$ cat src/design/lgkf_pkg.sv
// Shared types, constants and fixed-point helpers for the latent growth Kalman filter.
`timescale 1ns / 1ps
`default_nettype none

package lgkf_pkg;

  // Sizing of the time index and the per-time-point response accumulators.
  localparam int MAX_TIMES = 1024;
  localparam int MAX_ITEMS = 64;
  localparam int TCAP      = ((MAX_TIMES - 1) < 1023) ? (MAX_TIMES - 1) : 1023;
  localparam int TIME_W    = 10;
  localparam int ICNT_W    = $clog2(MAX_ITEMS + 1);
  localparam int RQ_W      = 48;
  localparam int ACC_W     = RQ_W + 1 + $clog2(MAX_ITEMS);

  // Gain divider widths: numerator below 2^48, denominator below 2^47.
  localparam int NUM_W     = 48;
  localparam int DEN_W     = 47;
  localparam int DCNT_W    = $clog2(NUM_W);

  // Configuration port.
  localparam int CFG_W     = 31;
  localparam int CFG_IDX_W = 1;
  localparam logic [CFG_IDX_W-1:0] CFG_NOISE_VAR = 1'd0;
  localparam logic [CFG_IDX_W-1:0] CFG_INIT_VAR  = 1'd1;
  localparam logic [CFG_W-1:0]     CFG_RESET_VAL = 31'd65536;

  // One in Q16.16.
  localparam int Q_ONE = 65536;

  typedef logic signed [63:0]       wide_t;
  typedef logic signed [RQ_W-1:0]   rq_t;
  typedef logic signed [ACC_W-1:0]  acc_t;
  typedef logic signed [31:0]       q32_t;
  typedef logic [30:0]              u31_t;
  typedef logic [TIME_W-1:0]        time_t;
  typedef logic [ICNT_W-1:0]        icnt_t;

  typedef struct packed {
    logic signed [31:0] response;
    logic signed [31:0] item_disc;
    logic signed [31:0] item_diff;
    logic               time_end;
    logic               person_start;
    logic signed [31:0] trend_intercept;
    logic signed [31:0] trend_slope;
    logic signed [31:0] autoreg_coef;
    logic signed [31:0] init_mean;
  } in_item_t;

  typedef struct packed {
    logic signed [31:0] post_mean;
    logic [30:0]        post_var;
    logic signed [31:0] prior_mean;
    logic [30:0]        prior_var;
    logic [TIME_W-1:0]  time_index;
  } out_item_t;

  // Round a Q32.32 product to Q32.16: add half an LSB, then floor.
  function automatic rq_t rq(input wide_t p);
    wide_t t;
    t = p + 64'sd32768;
    return t[63:16];
  endfunction

  // Clamp to the signed 32-bit range.
  function automatic q32_t sat32(input wide_t x);
    if (x > 64'sd2147483647) begin
      return 32'sh7FFFFFFF;
    end
    if (x < -64'sd2147483648) begin
      return 32'sh80000000;
    end
    return x[31:0];
  endfunction

  // Clamp to 0 .. 2^31-1.
  function automatic u31_t sat31(input wide_t x);
    if (x > 64'sd2147483647) begin
      return 31'h7FFFFFFF;
    end
    if (x < 64'sd0) begin
      return 31'd0;
    end
    return x[30:0];
  endfunction

endpackage

`default_nettype wire

$ cat src/design/lgkf_mul.sv
// Shared signed 32x32 multiplier with a registered 64-bit product.
`timescale 1ns / 1ps
`default_nettype none

module lgkf_mul (
  input  wire logic                 clk,
  input  wire lgkf_pkg::q32_t       mul_a,
  input  wire lgkf_pkg::q32_t       mul_b,
  output lgkf_pkg::wide_t           prod
);

  lgkf_pkg::wide_t prod_r;

  // The product is registered, so it is available in the cycle after the operands are presented.
  always_ff @(posedge clk) begin
    prod_r <= lgkf_pkg::wide_t'(mul_a) * lgkf_pkg::wide_t'(mul_b);
  end

  assign prod = prod_r;

endmodule

`default_nettype wire

$ cat config.mk
export PLATFORM = sky130hd
export DESIGN_NAME = lgkf_mul
export DESIGN_NICKNAME = d
export VERILOG_FILES = /design/src/design/lgkf_pkg.sv /design/src/design/lgkf_mul.sv
export SDC_FILE = /design/constraint.sdc
export NUM_CORES = 2
export LEC_CHECK = 0
export ABC_CLOCK_PERIOD_IN_PS = 14320
export BUFFER_PORTS_ARGS = -buffer_cell sky130_fd_sc_hd__buf_2
export CAP_MARGIN = 10
export CORE_ASPECT_RATIO = 0.6
export CORE_MARGIN = 3
export CORE_UTILIZATION = 55
export CTS_CLUSTER_DIAMETER = 40
export DETAILED_ROUTE_END_ITERATION = 8
export PLACE_DENSITY = 0.72
export REMOVE_ABC_BUFFERS = 1
export SLEW_MARGIN = 20
export SYNTH_ARGS = -nofsm -noshare
export SYNTH_HDL_FRONTEND = slang
export SYNTH_SLANG_ARGS = --single-unit
$ cat constraint.sdc
create_clock -name clk -period 14.32 [get_ports clk]
set_input_delay 1.432 -clock clk [delete_from_list [all_inputs] [get_ports clk]]
set_output_delay 1.432 -clock clk [all_outputs]
set_load 0.01 [all_outputs]
# Word-level counts from Yosys, hierarchy flattened
# Index checks and enable logic that the tools add are counted.
[totals] ff_bits=64 out_inout_bits=64
[op_classes] mul=1
[ops] operator="32-bit by 32-bit multiplier with 64-bit output" count=1

# Logic depth before layout (Yosys ltp)
[depth] ltp_word=1 mapped_depth=28 ltp_nobuf=27

# Worst setup path after synthesis
# OpenSTA, ideal clock, no wires.
[synth_path] path_type="input-to-reg" from="input port mul_b[2]" to="register prod_r[62] (netlist: prod[62])" t_arrival_ns=8.621 slack_ns=5.627 stages=24 n_path_buf=1 cell_sequence="clkbuf_1 nand2_1 inv_1 fa_1 fa_1 fa_1 fa_1 inv_1 fa_1 inv_1 fa_1 inv_1 fa_1 inv_1 fa_1 ha_1 and3_1 nand2_1 or3_1 o22a_1 o211ai_1 a31oi_1 o31ai_1 xor2_1"
[synth_between] elab_chain_cells=1
[synth_lines] item="start, declared" line_no="lgkf_mul.sv:8" source="input wire lgkf_pkg::q32_t mul_b,"
[synth_lines] item="32-bit by 32-bit multiplier with 64-bit output" line_no="lgkf_mul.sv:16" source="prod_r <= lgkf_pkg::wide_t'(mul_a) * lgkf_pkg::wide_t'(mul_b);"
[synth_lines] item="end signal, assigned" line_no="lgkf_mul.sv:16"
[synth_lines] item="end, declared" line_no="lgkf_mul.sv:12" source="lgkf_pkg::wide_t prod_r;"
# No other way between the ends.

# Final worst setup path
[layout_path] from="input port mul_b[6]" to="register prod_r[62] (netlist: prod[62])"
# The elaborated chain is that of the path after synthesis.

==> key figures <==
Outcome
  – Outcome: finished, final reports clean

Finish
  – Fraction of layout instances using a drive strength above 1: 4.587%
  – Most common cell after layout, fill and taps aside: fa_1
  – Max reg flops: 64
  – Design area: 0.03865 mm2
  – Fin util: 58.05%
  – Layout overhead on the synthesized area: 3.783%
  – Commonest cells after routing, fill and taps aside: fa_1 (1,082), inv_1 (952), and2_1 (516), nand2_1 (511), ha_1 (184)
  – Final #Nets: 5,163

Floorplan
  – Die outline width: 341.9 um
  – Die Footprint: 0.07097 mm2
  – Die H: 207.6 um
  – Core ar.: 0.06659 mm2
  – Starting Density: 55.93%
  – Top-Level Pins: 129
  – Row count: 73

Setup path
  – CP Class: primary input to flip-flop
  – Worst path most repeated cell: fa_1
  – Crit Path Max Fanout: 32
  – Startpoint Class: primary input
  – Worst endpoint required time: 14.64 ns
  – Crit-path slowest cell: fa_1
  – CP endpoint kind: flip-flop
  – Largest stage delay, worst path: 0.78 ns
  – Critical Path AT: 9.81 ns

STA
  – Peak Freq: 105.4 MHz
  – Final worst path period share: 66.24%
  – Setup TNS: 0 ns
  – Minimum clock period: 9.485 ns
  – Pins Over Slew Limit: 0
  – Slew HR: 27.77%
  – Final Hold Vio Count: 0
  – RSZ-0062 raised after global routing: false
  – Setup WS post-layout: 4.835 ns
  – Final setup fails: 0
  – Slew at the pin with the worst max-slew slack: 1.081 ns

GRT
  – Initial antenna violation count: 3
  – M3 GR Usage: 22.96%
  – Met2 Use GR: 36.00%
  – Grt total ovfl: 0
  – Met1 GRT Util: 49.47%
  – Via count of the first global-routing pass: 27,962
  – Global-route usage over all layers: 32.07%
  – Pin count of the biggest net entering global routing: 33
  – First-pass GRT wire length: 169.7 mm
  – Busiest grt layer: met1

Synth
  – Mapped cell area: 0.03724 mm2
  – Register bit total from synthesis: 64
  – Adder and majority gate portion of the synthesized area: 64.34%
  – Mean post-synth cell area: 9.589 um2
  – Combinational family with the most area after synthesis: adder cells
  – Post-synth EDFFs: 0
  – Synth Area in Compound Gates: 3.464%
  – Yosys warns: 0
  – Post-synthesis simple-gate area fraction: 15.37%
  – Top FF cell, synth: dfxtp_1
  – Unique masters post-synth: 63
  – XOR/XNOR Fraction of Synth Area: 1.764%
  – Fraction of the yosys area taken by sequential cells: 3.440%
  – Synth async-reset ratio: 0%
  – Synthesized instance count: 3,884
  – Mux share of post-synthesis cell area: 0%

Route
  – 1st-iter DRT viols: 2,437
  – Routed Antenna Nets: 0
  – DRC viols: 0
  – WL per Instance: 22.36 um
  – Via density: 5.424
  – Final WL: 106.0 mm
  – First-pass DRT Iterations: 5
  – Vias after detailed routing: 25,699

Worst hold path
  – Worst hold path type: primary input to flip-flop
  – Min-Delay Startpoint: mul_a[0]
  – Worst Hold Path EP: prod[0]
  – Hold Crit Depth: 3

Placed design
  – Placed cell areas: 0.03832 mm2
  – Placer Congestion: 0.9615
  – DPL Wire Length: 84.71 mm
  – Placement Setup Slack: 4.515 ns
  – IO Port Bufs: 128

Clock network
  – Bufs on Longest Clock Path: 2
  – Post-CTS Resized: 0
  – CTS buffer count: 9
  – Sink Count: 64
  – H-tree lvl count: 3
  – Clock transition at path regs: 0.06 ns
  – Setup repair bufs after CTS: 0
  – CTS root buffer: clkbuf_16
  – CTS tree: yes
  – Hold Buf Count CTS: 0

Job
  – Max Cap Violations: 0
==> cells in the mapped netlist (6+ instances only) <==
cell,n,share of area (%)
clkbuf_1,195,2.0
ha_1,184,6.2
a21o_1,23,0.46
and2_1,516,8.7
nand3_1,15,0.20
dfxtp_1,64,3.4
nor2_1,42,0.42
xor2_1,22,0.52
fa_1,1082,58
nand4_1,7,0.12
nand2_1,511,5.2
a21oi_1,68,0.91
nor3_1,6,0.081
inv_1,952,9.6
o31ai_1,6,0.12
xnor2_1,53,1.2
a31oi_1,12,0.20
and3_1,7,0.12
o21bai_1,15,0.30
nand2b_1,9,0.15
o21ai_0,28,0.38
==> cells by family (layout without fill, tap and decap cells) <==
family | count (synthesis) | after routing
other | 0 | 1
flip-flops | 64 | 64
XOR/XNOR | 75 | 75
AO/OA/AOI/OAI | 193 | 193
buffers and inverters | 1152 | 1105
AND/OR/NAND/NOR | 1134 | 1134
adder cells (fa/ha/maj) | 1266 | 1266
==> layout make-up <==
class | instances | area [um2]
multi-input cells | 2668 | 31630
inverters | 952 | 3573
well taps | 900 | 1126
diodes | 1 | 2.502
clock buffers | 13 | 280.3
fillers | 5770 | 27930
repair buffers | 137 | 708.2
clock inverters | 3 | 46.29
flip-flops and latches | 64 | 1281
==> critical path: cells and delay by family <==
family,cells,cell delay [ns]
adders and majority gates,9,4.66
xor gates and xnor gates,1,0.16
AOI/OAI and AO/OA,3,0.95
and+or+nand+nor,4,0.86
buffers and inverters,8,1.72
==> per-layer routing <==
metal | part of all wire, % | vias to the layer above
li1 | - | 10933
met1 | 44 | 13007
met2 | 34 | 1670
met3 | 21 | 85
met4 | 1.1 | 4
met5 | 0.045 | -
==> stage by stage <==
stage / instances / hold WS [ns]
final: 4738 / 1.649
after global routing: 4738 / 1.671
after CTS: 4737 / 1.614
after detailed placement: 4721 / 1.826
after global placement: 4721 / 1.826
after floorplan: 3684 / 1.554
==> how the worst max path moves through the flow <==
stage	cells past startpoint	end	startpoint	slack, ns
3_3_place_gp	23	prod[62]	mul_b[2]	4.71
3_5_place_dp	23	prod[62]	mul_b[2]	4.51
5_1_grt	23	prod[62]	mul_b[2]	4.40
4_1_cts	23	prod[62]	mul_b[2]	4.96
6_report	25	prod[62]	mul_b[6]	4.83
2_1_floorplan	23	prod[62]	mul_b[2]	5.86
Power is left out: the tool's default activity adds up to more than one toggle a clock period on the data nets, which glitch-free logic cannot reach.
