<file path="config.mk">
export PLATFORM = sky130hd
export DESIGN_NAME = lgkf_div
export DESIGN_NICKNAME = d
export VERILOG_FILES = /design/src/design/lgkf_pkg.sv /design/src/design/lgkf_div.sv
export SDC_FILE = /design/constraint.sdc
export NUM_CORES = 1
export LEC_CHECK = 0
export ABC_AREA = 1
export BUFFER_PORTS_ARGS = -buffer_cell sky130_fd_sc_hd__buf_4
export CORE_ASPECT_RATIO = 0.8
export CORE_MARGIN = 1.5
export CORE_UTILIZATION = 37
export DETAILED_ROUTE_END_ITERATION = 6
export HOLD_SLACK_MARGIN = 0.02
export PLACE_DENSITY = 0.58
export SYNTH_ARGS = -nofsm -noshare
export SYNTH_HDL_FRONTEND = slang
export SYNTH_SLANG_ARGS = --single-unit
</file>
<file path="constraint.sdc">
create_clock -name clk -period 2.5 [get_ports clk]
set_clock_uncertainty 0.2 [all_clocks]
set_input_delay 0.125 -clock clk [delete_from_list [all_inputs] [get_ports clk]]
set_output_delay 0.125 -clock clk [all_outputs]
set_load 0.02 [all_outputs]
</file>
<file path="src/design/lgkf_pkg.sv">
// Shared types, constants and fixed-point helpers for the latent growth Kalman filter.
`timescale 1ns / 1ps
`default_nettype none

package lgkf_pkg;

  // Sizing of the time index and the per-time-point response accumulators.
  localparam int MAX_TIMES = 1024;
  localparam int MAX_ITEMS = 64;
  localparam int TCAP      = ((MAX_TIMES - 1) < 1023) ? (MAX_TIMES - 1) : 1023;
  localparam int TIME_W    = 10;
  localparam int ICNT_W    = $clog2(MAX_ITEMS + 1);
  localparam int RQ_W      = 48;
  localparam int ACC_W     = RQ_W + 1 + $clog2(MAX_ITEMS);

  // Gain divider widths: numerator below 2^48, denominator below 2^47.
  localparam int NUM_W     = 48;
  localparam int DEN_W     = 47;
  localparam int DCNT_W    = $clog2(NUM_W);

  // Configuration port.
  localparam int CFG_W     = 31;
  localparam int CFG_IDX_W = 1;
  localparam logic [CFG_IDX_W-1:0] CFG_NOISE_VAR = 1'd0;
  localparam logic [CFG_IDX_W-1:0] CFG_INIT_VAR  = 1'd1;
  localparam logic [CFG_W-1:0]     CFG_RESET_VAL = 31'd65536;

  // One in Q16.16.
  localparam int Q_ONE = 65536;

  typedef logic signed [63:0]       wide_t;
  typedef logic signed [RQ_W-1:0]   rq_t;
  typedef logic signed [ACC_W-1:0]  acc_t;
  typedef logic signed [31:0]       q32_t;
  typedef logic [30:0]              u31_t;
  typedef logic [TIME_W-1:0]        time_t;
  typedef logic [ICNT_W-1:0]        icnt_t;

  typedef struct packed {
    logic signed [31:0] response;
    logic signed [31:0] item_disc;
    logic signed [31:0] item_diff;
    logic               time_end;
    logic               person_start;
    logic signed [31:0] trend_intercept;
    logic signed [31:0] trend_slope;
    logic signed [31:0] autoreg_coef;
    logic signed [31:0] init_mean;
  } in_item_t;

  typedef struct packed {
    logic signed [31:0] post_mean;
    logic [30:0]        post_var;
    logic signed [31:0] prior_mean;
    logic [30:0]        prior_var;
    logic [TIME_W-1:0]  time_index;
  } out_item_t;

  // Round a Q32.32 product to Q32.16: add half an LSB, then floor.
  function automatic rq_t rq(input wide_t p);
    wide_t t;
    t = p + 64'sd32768;
    return t[63:16];
  endfunction

  // Clamp to the signed 32-bit range.
  function automatic q32_t sat32(input wide_t x);
    if (x > 64'sd2147483647) begin
      return 32'sh7FFFFFFF;
    end
    if (x < -64'sd2147483648) begin
      return 32'sh80000000;
    end
    return x[31:0];
  endfunction

  // Clamp to 0 .. 2^31-1.
  function automatic u31_t sat31(input wide_t x);
    if (x > 64'sd2147483647) begin
      return 31'h7FFFFFFF;
    end
    if (x < 64'sd0) begin
      return 31'd0;
    end
    return x[30:0];
  endfunction

endpackage

`default_nettype wire

</file>
<file path="src/design/lgkf_div.sv">
// Restoring divider, one quotient bit per cycle, for the Kalman gain.
`timescale 1ns / 1ps
`default_nettype none

module lgkf_div (
  input  wire logic                       clk,
  input  wire logic                       rst_n,
  input  wire logic                       start,
  input  wire logic [lgkf_pkg::NUM_W-1:0] num,
  input  wire logic [lgkf_pkg::DEN_W-1:0] den,
  output logic                            done,
  output logic [lgkf_pkg::NUM_W-1:0]      quo
);

  logic                            busy_r, busy_nxt;
  logic                            done_r, done_nxt;
  logic [lgkf_pkg::DCNT_W-1:0]     cnt_r, cnt_nxt;
  logic [lgkf_pkg::NUM_W-1:0]      rem_r, rem_nxt;
  logic [lgkf_pkg::NUM_W-1:0]      quo_r, quo_nxt;
  logic [lgkf_pkg::NUM_W-1:0]      den_r, den_nxt;
  logic [lgkf_pkg::NUM_W-1:0]      trial;

  // The remainder stays below the divisor, so its top bit is always clear.
  assign trial = {rem_r[lgkf_pkg::NUM_W-2:0], quo_r[lgkf_pkg::NUM_W-1]};

  always_comb begin
    busy_nxt = busy_r;
    done_nxt = 1'b0;
    cnt_nxt  = cnt_r;
    rem_nxt  = rem_r;
    quo_nxt  = quo_r;
    den_nxt  = den_r;
    if (start) begin
      busy_nxt = 1'b1;
      cnt_nxt  = '0;
      rem_nxt  = '0;
      quo_nxt  = num;
      den_nxt  = {1'b0, den};
    end else if (busy_r) begin
      // Shift one numerator bit into the remainder and try a subtract.
      if (trial >= den_r) begin
        rem_nxt = trial - den_r;
        quo_nxt = {quo_r[lgkf_pkg::NUM_W-2:0], 1'b1};
      end else begin
        rem_nxt = trial;
        quo_nxt = {quo_r[lgkf_pkg::NUM_W-2:0], 1'b0};
      end
      cnt_nxt = cnt_r + 1'b1;
      if (cnt_r == lgkf_pkg::DCNT_W'(lgkf_pkg::NUM_W - 1)) begin
        busy_nxt = 1'b0;
        done_nxt = 1'b1;
      end
    end
  end

  always_ff @(posedge clk) begin
    if (!rst_n) begin
      busy_r <= 1'b0;
      done_r <= 1'b0;
      cnt_r  <= '0;
    end else begin
      busy_r <= busy_nxt;
      done_r <= done_nxt;
      cnt_r  <= cnt_nxt;
    end
    rem_r <= rem_nxt;
    quo_r <= quo_nxt;
    den_r <= den_nxt;
  end

  assign done = done_r;
  assign quo  = quo_r;

endmodule

`default_nettype wire

</file>
Word-level counts from Yosys, hierarchy flattened
Cells that the tools add are included.
{"block": "classes", "n_reduce_logical": 3, "n_lt_le_gt_ge": 1, "muxes": 8, "n_eq_ne": 1, "bitwise_logic": 2, "add_sub_neg": 2}
{"operator": "two-way mux 48 bit", "n": 2}
{"operator": "greater-or-equal comparator 48 x 47 -> 1 bit", "n": 1}
{"operator": "two-way mux 47 bit", "n": 1}
{"operator": "subtractor 47 bit", "n": 1}
{"operator": "adder 6 x 1 -> 6 bit (second input constant)", "n": 1}
{"operator": "equality test 6 bit (second input constant)", "n": 1}
{"operator": "two-way mux 1 bit", "n": 5}
{"operator": "OR reduction 3 bit", "n": 1}
{"operator": "NOT 1 bit", "n": 2}
{"operator": "nonzero test 2 bit", "n": 1}
{"operator": "OR reduction 2 bit", "n": 1}
{"block": "totals", "elab_cells": 23, "input_bits": 98, "reg_bits": 150, "out_inout_bits": 49}

Depth between registers and ports, before layout
{"block": "logic_depth", "ltp_word": 4, "depth_mapped": 18, "ltp_nobuf": 16}

Worst setup path after synthesis
Ideal clock, no wire load.
{"block": "synth_timing", "kind": "register -> register", "startpoint": "reg quo_r, in the netlist quo[47]", "endpoint": "reg rem_r[19] in the netlist's numbering", "synth_period_minus_slack_ns": 2.551, "path_buffers": 2, "stages_incl_launch_ff": 18, "setup_time_ns": 0.112, "path_slack_ns": -0.051, "arrival_ns": 2.239, "path_cell_list": "edfxtp_1 inv_1 ha_1 fa_1 inv_1 nand2_1 nand2_1 nand3_1 nand2_2 nand2_1 nand2_2 nand2_1 nand4_2 buf_6 buf_4 nand2_1 nand2_1 nand2_1"}
{"block": "synth_via", "elab_chain_len": 2, "word_cells_on_any_way": 3, "classes_between": "add/sub (1); order compare (1); mux (1)"}
{"element": "start: declaration", "line": "lgkf_div.sv:19", "rtl": "logic [lgkf_pkg::NUM_W-1:0] quo_r, quo_nxt;"}
{"element": "start signal: assignment", "line": "lgkf_div.sv:67", "rtl": "quo_r <= quo_nxt;"}
{"element": "subtractor 47 bit / greater-or-equal comparator 48 x 47 -> 1 bit (equally long branches)", "line": "lgkf_div.sv:42, lgkf_div.sv:41"}
{"element": "two-way mux 47 bit *", "line": "lgkf_div.sv:41", "rtl": "if (trial >= den_r) begin"}
{"element": "end signal: assignment", "line": "lgkf_div.sv:66", "rtl": "rem_r <= rem_nxt;"}
{"element": "end: declaration", "line": "lgkf_div.sv:18", "rtl": "logic [lgkf_pkg::NUM_W-1:0] rem_r, rem_nxt;"}
Every way passes the cells marked *; elsewhere a longest branch is shown, timed or not.
A chain may end at the register's enable or synchronous reset.

Worst setup path in the final report
{"block": "layout_timing", "startpoint": "reg rem_r[26] in the netlist's numbering", "endpoint": "reg rem_r[22] in the netlist's numbering"}
{"block": "layout_via", "elab_chain_len": 2}
{"element": "greater-or-equal comparator 48 x 47 -> 1 bit", "line": "lgkf_div.sv:41"}
{"element": "two-way mux 47 bit", "line": "lgkf_div.sv:41"}
Every way passes these cells.

==> impl_summary.log <==
INFO  metric cts_buffers = 17
INFO  metric slew_viols_final = 0
INFO  metric post-route-drc-count = 0
INFO  metric power = 6.67 mW
INFO  metric synth.net_count = roughly 1700
INFO  metric final_period_minus_worst_setup_slack = approximately 2.6 ns
INFO  metric rr_endpoint = rem_r[22]$_SDFFE_PP0P_
INFO  metric post_drt_via_cell_ratio = 4.57
INFO  metric critPathRequiredTime = ~2.6 ns
INFO  metric timing.critical_path.from_type = register
INFO  metric nets = between 1500 and 2000
INFO  metric io-pin-count = 147
INFO  metric placed_cells_incl_taps = 2053
INFO  metric insertedDiodeCount = 0
INFO  metric dr.first_iter.drc_count = about 700
INFO  metric synth_enable_flop_cells = 95
INFO  metric hold_violations = 0
INFO  metric final_layout_size_suffix_gt1_frac = 0.220
INFO  metric floorplan.die_area = between 20000 and 30000 sq um
INFO  metric setup.worst_path.start = rem_r[26]$_SDFFE_PP0P_
INFO  metric crit_fanout = 6
INFO  metric regToRegSetupSlack = -0.07 ns
INFO  metric worst_skew_pair.late_latency = between 0.4 and 0.5 ns
INFO  metric rsz0062_at_grt = true
INFO  metric timing.hold.worst.start = den[1]
INFO  metric worst_pin_slew = 0.578 ns
INFO  metric detailroute.via_count = 10100
INFO  metric dp_hpwl = around 22000 um
INFO  metric failed_checks = setup timing
INFO  metric globalRouteTotalUtil = 0.220
INFO  metric finalWeightedCongestion = 0.959
INFO  metric avgRoutedWirePerCell = 14.5 um
INFO  metric finalSetupViolCount = 17
INFO  metric synth.distinct_cells = 33
INFO  metric clk_pin_slew_worst_paths = 0.07 ns
INFO  metric drtPass1Iterations = 5
INFO  metric vdd_drop_max = 465 uV
INFO  metric fin_util = 0.546
INFO  metric worst_r2r_path_depth = 16
INFO  metric multi_input_area = 5470 sq um
INFO  metric total_leakage_power = ~7.3 nW
INFO  metric ff_latch_area = 3960 sq um
INFO  metric postSynthRegisterBits = 150
INFO  metric grt_pass1_vias = slightly above 9000
INFO  metric tritoncts = yes
INFO  metric cp-end-kind = register
INFO  metric finish.cell_count_without_fillers = 2213
INFO  metric placedInstanceArea = 12000 sq um
INFO  metric floorplan.core_area = about 26000 sq um
INFO  metric max_cap_viol_count = 0
INFO  metric grt_start_max_net_pins = between 80 and 90
INFO  metric cts_sinks = 150
INFO  metric setup_slack = -0.0724 ns
INFO  metric fillerInstances = 2546
INFO  metric fp-row-count = 53
INFO  metric die_w = 187 um
INFO  metric overflow = 0
INFO  metric cts_max_path_buffers = 2
INFO  metric setup.worst_path.end = rem_r[22]$_SDFFE_PP0P_
INFO  metric status = finished with violations
INFO  metric synth.yosys.seq_area_share = 0.394
INFO  metric reg2reg_from = rem_r[26]$_SDFFE_PP0P_
INFO  metric numPortBuffers = around 150
INFO  metric layout-area-overhead-vs-synth = 44.0%
INFO  metric cts_root_buf = clkbuf_16
INFO  metric powerDensity = 461 nW/um^2
INFO  metric mostFrequentLayoutCell = nand2_1
INFO  metric antenna_violations_before_repair = 0
INFO  metric routed_wirelength = 32000 um
INFO  metric hold_path_class = in -> reg
INFO  metric worst_hold_path.num_cells = 2
INFO  metric postSynthCellCount = between 1500 and 2000
INFO  metric max_freq = 389 MHz
INFO  metric syn-cell-area = 10000 sq um
INFO  metric timing.slew.headroom = 0.614
INFO  metric mean_instance_size_in_the_synthesized_netlist = 6.64 sq um
INFO  metric final.hold.worst_slack = approximately 0.19 ns
INFO  metric cp_class = reg -> reg
INFO  metric mostFrequentLayoutCells = 643 x nand2_1, 242 x inv_1, 220 x buf_4
INFO  metric finalInstanceArea = approximately 14000 sq um
INFO  metric synth_ff_type = edfxtp_1
INFO  metric global_route_wire_length_before_repair = 48600 um
INFO  metric htree_num_levels = 4
INFO  metric chipHeight = 150 um
INFO  metric start_util = 0.379
INFO  metric worst-endpoint-arrival = about 2.7 ns
INFO  metric route.antenna.remaining_nets = 0
INFO  metric synth_warnings = 0
INFO  metric async_flop_share = 0
INFO  metric layout_worst_path_cycle_share = 1.03
==> critical path, stage by stage (launching register included) <==
cell and delay (ns):
dfxtp_1 0.45, ha_4 0.25, nand2_2 0.10, inv_1 0.05
nand2_1 0.06, nand2_1 0.09, a21oi_1 0.14, buf_4 0.15
nand2_2 0.08, nand2_4 0.10, nand4_4 0.18, buf_12 0.20
clkbuf_16 0.17, nor2_4 0.07, nor2_1 0.04, nand2_1 0.08
nand2_1 0.04
==> cell type report <==
cell class	instances	share of cell area
Tap cell	357	0.0309
Sequential cell	150	0.274
Clock inverter	15	0.0120
Clock buffer	17	0.0294
Timing Repair Buffer	342	0.211
Inverter	251	0.0652
Multi-Input combinational cell	1081	0.378
==> layer usage <==
layer	GRT usage	vias to the layer above	routed length, um
li1	-	5262	-
met4	0.0524	0	357
met1	0.332	4559	16800
met2	0.323	263	13200
met3	0.0389	22	1660
met5	0	-	0
==> where the power goes <==
part           leakage, nW  switching [mW]  total, mW  internal (mW)
sequential            1.40          0.0713       2.88           2.81
combinational         5.66           0.614       1.15          0.534
clock                0.292            1.21       2.64           1.43
==> state kept, by name, indices dropped and copies added (netlist names) <==
signal  flops
busy_r      1
quo        48
den_r      47
done        1
cnt_r       6
rem_r      47
==> how the worst min path moves through the flow <==
stage / end / slack, ns
finish: den_r[1]$_DFFE_PP_ / 0.19
global route: den_r[45]$_DFFE_PP_ / 0.18
CTS: den_r[43]$_DFFE_PP_ / 0.17
detailed placement: den_r[27]$_DFFE_PP_ / 0.10
global placement: den_r[33]$_DFFE_PP_ / 0.10
floorplan: den_r[0]$_DFFE_PP_ / 0.02
==> per-stage QoR <==
stage	worst slack [ns]	TNS (ns)
2_1_floorplan	0.0119	0
3_3_place_gp	0.0335	0
3_5_place_dp	-0.0331	-0.134
4_1_cts	-0.0182	-0.105
5_1_grt	-0.187	-6.60
6_report	-0.0724	-0.494
==> logic make-up after synthesis <==
group,synth area share
buffers and inverters,0.110
flip-flops,0.394
adder cells (fa/ha/maj),0.0618
AO/OA/AOI/OAI,0.0328
XOR/XNOR,0.0227
AND/OR/NAND/NOR,0.379
==> cell usage after synthesis, types with 7 or more instances <==
cell type  instances  area, sq um
nand2_1          666         2500
inv_1            246          923
nor2_1           149          559
edfxtp_1          95         2850
nand3_1           59          295
dfxtp_1           55         1100
ha_1              48          601
a21oi_1           36          180
nor2_2            27          169
clkbuf_1          20         75.1
xnor2_1           20          175
o21ai_0           15         75.1
nor3_1            12         60.1
nand4_1            9         56.3
nand3b_1           8         60.1
o21bai_1           7         52.6
==> timing repair <==
item	CTS	global route
cloned	3	8
hold endpoints to repair	110	0
hold buffers	102	0
setup endpoints to repair	34	48
gates resized for setup	17	118
pin swaps	1	51
buffers inserted	7	13
Power figures use the tool's default switching activity.
